<file path="src/rtl/nlp_pkg.sv">
// Package for the next lexicographic permutation unit.
// Holds sizing constants, element and array types, and the request/response structs.
// No dependencies.
`timescale 1ns / 1ps
`default_nettype none

package nlp_pkg;

    localparam int NUM_ELEMS  = 8;
    localparam int ELEM_WIDTH = 32;
    localparam int IDX_W      = $clog2(NUM_ELEMS);

    typedef logic signed [ELEM_WIDTH-1:0] t_elem;
    typedef t_elem [NUM_ELEMS-1:0]        t_elem_arr;
    typedef logic [IDX_W-1:0]             t_idx;
    typedef logic [NUM_ELEMS-2:0]         t_asc;

    // Input request: one whole array
    typedef struct packed {
        logic signed [ELEM_WIDTH-1:0] elem_in_7;
        logic signed [ELEM_WIDTH-1:0] elem_in_6;
        logic signed [ELEM_WIDTH-1:0] elem_in_5;
        logic signed [ELEM_WIDTH-1:0] elem_in_4;
        logic signed [ELEM_WIDTH-1:0] elem_in_3;
        logic signed [ELEM_WIDTH-1:0] elem_in_2;
        logic signed [ELEM_WIDTH-1:0] elem_in_1;
        logic signed [ELEM_WIDTH-1:0] elem_in_0;
    } t_in_item;

    // Output response: next permutation plus flag
    typedef struct packed {
        logic signed [ELEM_WIDTH-1:0] elem_out_7;
        logic signed [ELEM_WIDTH-1:0] elem_out_6;
        logic signed [ELEM_WIDTH-1:0] elem_out_5;
        logic signed [ELEM_WIDTH-1:0] elem_out_4;
        logic signed [ELEM_WIDTH-1:0] elem_out_3;
        logic signed [ELEM_WIDTH-1:0] elem_out_2;
        logic signed [ELEM_WIDTH-1:0] elem_out_1;
        logic signed [ELEM_WIDTH-1:0] elem_out_0;
        logic                         has_next;
    } t_out_item;

endpackage

`default_nettype wire

</file>
<file path="src/rtl/nlp_ascent.sv">
// Stage 1: neighbor compares, one ascent bit per adjacent pair.
// Depends on nlp_pkg.
`timescale 1ns / 1ps
`default_nettype none

module nlp_ascent (
    input  wire logic              i_clk,
    input  wire logic              i_en,
    input  wire nlp_pkg::t_elem_arr i_elems,
    output nlp_pkg::t_elem_arr     o_elems,
    output nlp_pkg::t_asc          o_asc
);

    nlp_pkg::t_elem_arr r_elems;
    nlp_pkg::t_asc      r_asc;
    nlp_pkg::t_asc      n_asc;

    // Ascent where left element is strictly below its right neighbor
    always_comb begin
        for (int i = 0; i < nlp_pkg::NUM_ELEMS - 1; i++) begin
            n_asc[i] = $signed(i_elems[i]) < $signed(i_elems[i+1]);
        end
    end

    always_ff @(posedge i_clk) begin
        if (i_en) begin
            r_elems <= i_elems;
            r_asc   <= n_asc;
        end
    end

    assign o_elems = r_elems;
    assign o_asc   = r_asc;

endmodule

`default_nettype wire

</file>
<file path="src/rtl/nlp_pivot.sv">
// Stage 2: picks the rightmost ascent as pivot and latches the pivot value.
// Depends on nlp_pkg.
`timescale 1ns / 1ps
`default_nettype none

module nlp_pivot (
    input  wire logic               i_clk,
    input  wire logic               i_en,
    input  wire nlp_pkg::t_elem_arr i_elems,
    input  wire nlp_pkg::t_asc      i_asc,
    output nlp_pkg::t_elem_arr      o_elems,
    output nlp_pkg::t_idx           o_piv,
    output nlp_pkg::t_elem          o_piv_val,
    output logic                    o_found
);

    nlp_pkg::t_elem_arr r_elems;
    nlp_pkg::t_idx      r_piv;
    nlp_pkg::t_elem     r_piv_val;
    logic               r_found;
    nlp_pkg::t_idx      n_piv;

    // Priority encode: later hits override, so the highest ascent wins
    always_comb begin
        n_piv = '0;
        for (int i = 0; i < nlp_pkg::NUM_ELEMS - 1; i++) begin
            if (i_asc[i]) begin
                n_piv = nlp_pkg::IDX_W'(i);
            end
        end
    end

    always_ff @(posedge i_clk) begin
        if (i_en) begin
            r_elems   <= i_elems;
            r_piv     <= n_piv;
            r_piv_val <= i_elems[n_piv];
            r_found   <= |i_asc;
        end
    end

    assign o_elems   = r_elems;
    assign o_piv     = r_piv;
    assign o_piv_val = r_piv_val;
    assign o_found   = r_found;

endmodule

`default_nettype wire

</file>
<file path="src/rtl/nlp_succ.sv">
// Stage 3: finds the rightmost element right of the pivot that exceeds it.
// Depends on nlp_pkg.
`timescale 1ns / 1ps
`default_nettype none

module nlp_succ (
    input  wire logic               i_clk,
    input  wire logic               i_en,
    input  wire nlp_pkg::t_elem_arr i_elems,
    input  wire nlp_pkg::t_idx      i_piv,
    input  wire nlp_pkg::t_elem     i_piv_val,
    input  wire logic               i_found,
    output nlp_pkg::t_elem_arr      o_elems,
    output nlp_pkg::t_idx           o_piv,
    output nlp_pkg::t_idx           o_succ,
    output logic                    o_found
);

    nlp_pkg::t_elem_arr r_elems;
    nlp_pkg::t_idx      r_piv;
    nlp_pkg::t_idx      r_succ;
    logic               r_found;
    nlp_pkg::t_idx      n_succ;

    // Independent compares against the pivot, highest hit wins
    always_comb begin
        n_succ = '0;
        for (int j = 1; j < nlp_pkg::NUM_ELEMS; j++) begin
            if ((nlp_pkg::IDX_W'(j) > i_piv) && ($signed(i_elems[j]) > $signed(i_piv_val))) begin
                n_succ = nlp_pkg::IDX_W'(j);
            end
        end
    end

    always_ff @(posedge i_clk) begin
        if (i_en) begin
            r_elems <= i_elems;
            r_piv   <= i_piv;
            r_succ  <= n_succ;
            r_found <= i_found;
        end
    end

    assign o_elems = r_elems;
    assign o_piv   = r_piv;
    assign o_succ  = r_succ;
    assign o_found = r_found;

endmodule

`default_nettype wire

</file>
<file path="src/rtl/nlp_permute.sv">
// Stage 4: swap pivot with successor and reverse the suffix, as one output mux per slot.
// Depends on nlp_pkg.
`timescale 1ns / 1ps
`default_nettype none

module nlp_permute (
    input  wire logic               i_clk,
    input  wire logic               i_en,
    input  wire nlp_pkg::t_elem_arr i_elems,
    input  wire nlp_pkg::t_idx      i_piv,
    input  wire nlp_pkg::t_idx      i_succ,
    input  wire logic               i_found,
    output nlp_pkg::t_elem_arr      o_elems,
    output logic                    o_has_next
);

    nlp_pkg::t_elem_arr r_elems;
    logic               r_has_next;
    nlp_pkg::t_elem_arr n_elems;

    // Slot k > pivot takes its mirror; the successor's mirror slot takes the old pivot
    always_comb begin
        logic [nlp_pkg::IDX_W:0] src_w;
        nlp_pkg::t_idx           src;
        for (int k = 0; k < nlp_pkg::NUM_ELEMS; k++) begin
            src_w = (nlp_pkg::IDX_W+1)'(nlp_pkg::NUM_ELEMS) + {1'b0, i_piv}
                    - (nlp_pkg::IDX_W+1)'(k);
            src   = src_w[nlp_pkg::IDX_W-1:0];
            if (!i_found || (nlp_pkg::IDX_W'(k) < i_piv)) begin
                n_elems[k] = i_elems[k];
            end else if (nlp_pkg::IDX_W'(k) == i_piv) begin
                n_elems[k] = i_elems[i_succ];
            end else if (src == i_succ) begin
                n_elems[k] = i_elems[i_piv];
            end else begin
                n_elems[k] = i_elems[src];
            end
        end
    end

    always_ff @(posedge i_clk) begin
        if (i_en) begin
            r_elems    <= n_elems;
            r_has_next <= i_found;
        end
    end

    assign o_elems    = r_elems;
    assign o_has_next = r_has_next;

endmodule

`default_nettype wire

</file>
<file path="src/rtl/next_lex_permutation_unit.sv">
// Next lexicographic permutation unit: four register stages.
// The four-stage datapath sets the latency; o_rsp_valid is the permute stage's valid bit.
// Throughput: one request per cycle while o_req_stall is low.
// Stalls ripple back stage by stage; empty stages keep filling while the output waits.
// Reset (synchronous, active low) clears the stage valid bits only.
// Depends on nlp_pkg, nlp_ascent, nlp_pivot, nlp_succ, nlp_permute.
`timescale 1ns / 1ps
`default_nettype none

module next_lex_permutation_unit (
    input  wire logic              i_clk,
    input  wire logic              i_rst_n,
    input  wire logic              i_req_valid,
    input  wire nlp_pkg::t_in_item i_req,
    output logic                   o_req_stall,
    output logic                   o_rsp_valid,
    output nlp_pkg::t_out_item     o_rsp,
    input  wire logic              i_rsp_stall
);

    nlp_pkg::t_elem_arr in_elems;
    nlp_pkg::t_elem_arr s1_elems, s2_elems, s3_elems, s4_elems;
    nlp_pkg::t_asc      s1_asc;
    nlp_pkg::t_idx      s2_piv, s3_piv, s3_succ;
    nlp_pkg::t_elem     s2_piv_val;
    logic               s2_found, s3_found, s4_has_next;

    logic [4:1] r_vld;
    logic [4:1] n_vld;
    logic [5:1] adv;

    // Unpack request fields into an indexed array
    assign in_elems[0] = i_req.elem_in_0;
    assign in_elems[1] = i_req.elem_in_1;
    assign in_elems[2] = i_req.elem_in_2;
    assign in_elems[3] = i_req.elem_in_3;
    assign in_elems[4] = i_req.elem_in_4;
    assign in_elems[5] = i_req.elem_in_5;
    assign in_elems[6] = i_req.elem_in_6;
    assign in_elems[7] = i_req.elem_in_7;

    // Stage advance: a stage loads when empty or when its contents move on
    always_comb begin
        adv[5] = !i_rsp_stall;
        for (int k = 4; k >= 1; k--) begin
            adv[k] = !r_vld[k] || adv[k+1];
        end
    end

    always_comb begin
        n_vld[1] = adv[1] ? i_req_valid : r_vld[1];
        for (int k = 2; k <= 4; k++) begin
            n_vld[k] = adv[k] ? r_vld[k-1] : r_vld[k];
        end
    end

    always_ff @(posedge i_clk) begin
        if (!i_rst_n) begin
            r_vld <= '0;
        end else begin
            r_vld <= n_vld;
        end
    end

    nlp_ascent u_ascent (
        .i_clk   (i_clk),
        .i_en    (adv[1]),
        .i_elems (in_elems),
        .o_elems (s1_elems),
        .o_asc   (s1_asc)
    );

    nlp_pivot u_pivot (
        .i_clk     (i_clk),
        .i_en      (adv[2]),
        .i_elems   (s1_elems),
        .i_asc     (s1_asc),
        .o_elems   (s2_elems),
        .o_piv     (s2_piv),
        .o_piv_val (s2_piv_val),
        .o_found   (s2_found)
    );

    nlp_succ u_succ (
        .i_clk     (i_clk),
        .i_en      (adv[3]),
        .i_elems   (s2_elems),
        .i_piv     (s2_piv),
        .i_piv_val (s2_piv_val),
        .i_found   (s2_found),
        .o_elems   (s3_elems),
        .o_piv     (s3_piv),
        .o_succ    (s3_succ),
        .o_found   (s3_found)
    );

    nlp_permute u_permute (
        .i_clk      (i_clk),
        .i_en       (adv[4]),
        .i_elems    (s3_elems),
        .i_piv      (s3_piv),
        .i_succ     (s3_succ),
        .i_found    (s3_found),
        .o_elems    (s4_elems),
        .o_has_next (s4_has_next)
    );

    // Response packing
    assign o_req_stall      = !adv[1];
    assign o_rsp_valid      = r_vld[4];
    assign o_rsp.elem_out_0 = s4_elems[0];
    assign o_rsp.elem_out_1 = s4_elems[1];
    assign o_rsp.elem_out_2 = s4_elems[2];
    assign o_rsp.elem_out_3 = s4_elems[3];
    assign o_rsp.elem_out_4 = s4_elems[4];
    assign o_rsp.elem_out_5 = s4_elems[5];
    assign o_rsp.elem_out_6 = s4_elems[6];
    assign o_rsp.elem_out_7 = s4_elems[7];
    assign o_rsp.has_next   = s4_has_next;

endmodule

`default_nettype wire

</file>
<file path="config.mk">
export PLATFORM = sky130hd
export DESIGN_NAME = next_lex_permutation_unit
export DESIGN_NICKNAME = d
export VERILOG_FILES = /design/src/rtl/nlp_pkg.sv /design/src/rtl/nlp_ascent.sv /design/src/rtl/nlp_pivot.sv /design/src/rtl/nlp_succ.sv /design/src/rtl/nlp_permute.sv /design/src/rtl/next_lex_permutation_unit.sv
export SDC_FILE = /design/constraint.sdc
export NUM_CORES = 2
export LEC_CHECK = 0
export BUFFER_PORTS_ARGS = -buffer_cell sky130_fd_sc_hd__buf_2
export CORE_MARGIN = 3
export CORE_UTILIZATION = 49
export CTS_CLUSTER_SIZE = 25
export DETAILED_ROUTE_END_ITERATION = 10
export PLACE_DENSITY_LB_ADDON = 0.2
export SYNTH_ARGS = -nofsm -noshare
export SYNTH_HDL_FRONTEND = slang
export SYNTH_SLANG_ARGS = --single-unit
</file>
<file path="constraint.sdc">
create_clock -name i_clk -period 18.7 [get_ports i_clk]
set_input_delay 1.87 -clock i_clk [delete_from_list [all_inputs] [get_ports i_clk]]
set_output_delay 1.87 -clock i_clk [all_outputs]
set_load 0.02 [all_outputs]
</file>
==> qor.txt <==
OUTCOME
------------------------------------------------------------------------------------------
Status                                                                           completed

CLOCKING
------------------------------------------------------------------------------------------
Resized cells post-CTS                                                                   0
Number of levels the H-tree was split into                                               3
Largest buffer count on any clock path                                                   3
Clock root buffer master                                                         clkbuf_16
Clock edge transition at the registers on the reported setup and hold paths        0.06 ns
CTS sink cnt                                                                          1079
CTS tree                                                                              done
Number of hold-repair buffers added at the cts stage                                     0
Setup bufs post-CTS                                                                      0
Insertion delay to the later sink of the worst-skew pair                           0.75 ns
Total clock buffers created by CTS                                                     110

SYNTH
------------------------------------------------------------------------------------------
Post-Synthesis Mean Instance Area                                               12.1 sq um
Post-synthesis instance total                                                         5213
Mapped Area                                                                   0.0630 sq mm
Share of the yosys chip area belonging to registers                                  51.3%
Top post-synthesis cells by area                                              edfxtp_1 51%, mux4_2 11%, ha_1 9.0%, nand2_1 4.8%, mux2i_1 2.7%
Synth unique cells                                                                      61
Mapped Nets                                                                           5924
Asr flop ratio synth                                                                    0%
Post-synth top cells                                                          1075 x edfxtp_1, 810 x nand2_1, 451 x ha_1
Top-area cell type share of the netlist area                                         51.2%
Number of register bits inferred by synthesis                                         1079
Most frequently used flop master after synthesis                                  edfxtp_1
Count leader, synth                                                               edfxtp_1
Dominant cell type by area after synthesis                                        edfxtp_1
Synthesis warning total                                                                  0
Number of enable-type register cells in the synthesized netlist                       1075

STA
------------------------------------------------------------------------------------------
Number of failing hold endpoints at the final stage                                      0
Max-Slew Margin vs Limit                                                             18.5%
Final-report max-slew violation count                                                    0
Maximum operating frequency                                                      0.185 GHz
Slew @ Worst Pin                                                                   1.19 ns
Setup TNS after final layout                                                          0 ns
Count of endpoints failing setup in the final report                                     0
Final period demand of the worst path                                              5.42 ns
Unrepaired setup endpoints after global routing                                         no
Skew final                                                                       0.0409 ns
Part of the cycle the worst path needs                                               29.0%

GLOBAL ROUTE
------------------------------------------------------------------------------------------
GRT Resource Usage Total                                                             32.5%
Maximum number of pins on one net before global-route repair                           150
Residual overflow from global routing                                                    0
Wire length of the first global-routing pass                                  310000 microns
Via count of the first global-routing pass                                           42700
Number of antenna violations at the first check in global routing                       11

FINISH
------------------------------------------------------------------------------------------
Fill cell count                                                                      10400
Multi-input logic area                                                        0.0287 sq mm
Number of standard cells in the final layout excluding fillers                        7345
Area grow syn2layout                                                                 12.4%
Net count, final                                                                      6311
Fraction of final layout cells with drive strength greater than 1                    22.1%
Sequential Area                                                               0.0324 sq mm

DETAILED ROUTING
------------------------------------------------------------------------------------------
Vias after detailed routing                                                          47600
Initial DRT Pass Iterations                                                              6
Iteration-0 DRC count of the detailed router                                          6931
Wire length reported by the detailed router                                   220000 microns
Final antenna-violating net count                                                        0
Remaining design rule violation count                                                    0
Ratio of routed vias to standard cells                                                6.48
DR WL/cell                                                                    30.0 microns

PLACED DESIGN
------------------------------------------------------------------------------------------
Post-DP HPWL                                                                  163000 microns
Number of placed instances with taps included                                         7138
Count of buffers from port buffering                                                   518
Final RePlAce weighted congestion                                                    0.973

JOB
------------------------------------------------------------------------------------------
Max-cap viol count                                                                       0

WORST SETUP PATH
------------------------------------------------------------------------------------------
Worst setup SP type                                                             input port
Kind of end point of the critical path                                        primary output
Endpoint required time on the critical path                                       16.83 ns
Setup Crit Path Kind                                                             in -> out
Worst Path Max Fanout                                                                   60
Data arrival, critical path                                                        3.55 ns

POWER AND IR DROP
------------------------------------------------------------------------------------------
Design Power                                                                       10.0 mW
Pleak                                                                              29.3 nW
Max rail drop VDD                                                                 0.191 mV
Power Dens Cells                                                               142 mW/mm^2

WORST HOLD PATH
------------------------------------------------------------------------------------------
Class of the most critical hold timing path                                     reg -> reg

DIE
------------------------------------------------------------------------------------------
Floorplan row count                                                                    130
Core Box Area                                                                  0.127 sq mm
Starting density of the core                                                         49.8%
Die height                                                                     365 microns
Die area                                                                       0.133 sq mm
Horiz. Die Dim                                                                 365 microns
I/O Pins                                                                               519

-- cell type report --
class                   count  share of cell area, %
diodes                      4                 0.0141
clock buffers             125                   4.02
clock inverters            78                   1.11
inverters                 279                   1.49
multi-input cells        3562                   40.5
flip-flops and latches   1079                   45.7
well taps                1650                   2.91
repair buffers            568                   4.24
-- registers in the layout (all words and copies together), names as in the netlist, 3 cells and up --
signal / count
r_vld: 4
u_ascent.o_asc: 7
u_ascent.o_elems: 256
u_permute.o_elems: 256
u_pivot.o_elems: 256
u_pivot.o_piv: 3
u_pivot.o_piv_val: 32
u_succ.o_elems: 256
u_succ.o_piv: 3
u_succ.o_succ: 3
-- worst max-delay path: stages --
cell     delay [ns]
buf_2          0.12
and3_1         0.43
nand3_4        0.67
inv_1          0.24
buf_2          0.20
-- cell families (layout without fill, tap and decap cells) --
family                     after synthesis  count (layout)  synth area share [%]
DFF                                   1079            1079                  51.3
AOI/OAI and AO/OA                     1029            1029                  9.93
and+or+nand+nor                       1453            1453                  9.65
buffers and inverters                  572            1050                  3.57
xor gates and xnor gates                12              12                 0.167
other                                    0               4                     0
muxes                                  617             617                  16.4
adders and majority gates              451             451                  8.95
-- metal layers --
metal  GRT usage (%)  vias up  part of all wire, %
li1                -    20600                    -
met1            52.1    23400                   44
met2            44.2     3281                   40
met3            6.42      336                   13
met4            9.58        6                  3.0
met5               0        -                0.021
-- worst paths after layout --
kind	cells after the start	slack, ns	endpoint	from
max	5	13.28	o_req_stall	i_rsp_stall
min	0	0.44	u_succ.o_elems[6]	u_pivot.o_elems[6]
min reg2reg	0	0.44	u_succ.o_elems[6]	u_pivot.o_elems[6]
max reg2reg	9	13.39	u_permute.o_elems[160]	u_succ.o_piv[0]
-- metrics by stage --
| stage | cell area [sq um] | utilization, % | worst slack (ns) | hold slack [ns] |
|---|---|---|---|---|
| CTS | 70800 | 55.9 | 13.24 | 0.434 |
| floorplan | 63000 | - | 6.65 | 0.400 |
| global route | 70800 | 55.9 | 13.08 | 0.454 |
| global placement | 67200 | 53.0 | 12.71 | 0.425 |
| finish | 70800 | 55.9 | 13.28 | 0.443 |
| detailed placement | 67200 | 53.0 | 12.64 | 0.430 |
-- power by group --
group	switching (mW)	internal, mW
clock	0.954	1.27
sequential	0.276	3.10
combinational	2.74	1.70
-- layout by cell type, fill, tap and decap left out, types with 8 or more instances in the layout --
| master | n |
|---|---|
| edfxtp_1 | 1075 |
| nand2_1 | 797 |
| buf_2 | 518 |
| ha_1 | 448 |
| nor2_1 | 337 |
| mux4_2 | 320 |
| a21oi_1 | 308 |
| o21ai_0 | 291 |
| inv_1 | 274 |
| mux2i_1 | 166 |
| a31oi_1 | 136 |
| mux2_2 | 130 |
| nand3_1 | 120 |
| clkbuf_16 | 112 |
| a21o_1 | 99 |
| o221ai_1 | 67 |
| nand4_1 | 67 |
| buf_4 | 47 |
| nor2b_1 | 32 |
| a31o_2 | 32 |
| clkinv_1 | 30 |
| nand2b_1 | 20 |
| nor3_1 | 17 |
| a211oi_1 | 14 |
| o21a_1 | 14 |
| clkbuf_1 | 13 |
| clkinv_2 | 12 |
| a2111oi_0 | 12 |
| bufinv_16 | 12 |
| and4_1 | 11 |
| nand2_4 | 10 |
| o211ai_1 | 9 |
| inv_6 | 9 |
| clkinv_4 | 9 |
| nor4_1 | 8 |
Note: power is estimated with default switching activity, not from simulation.
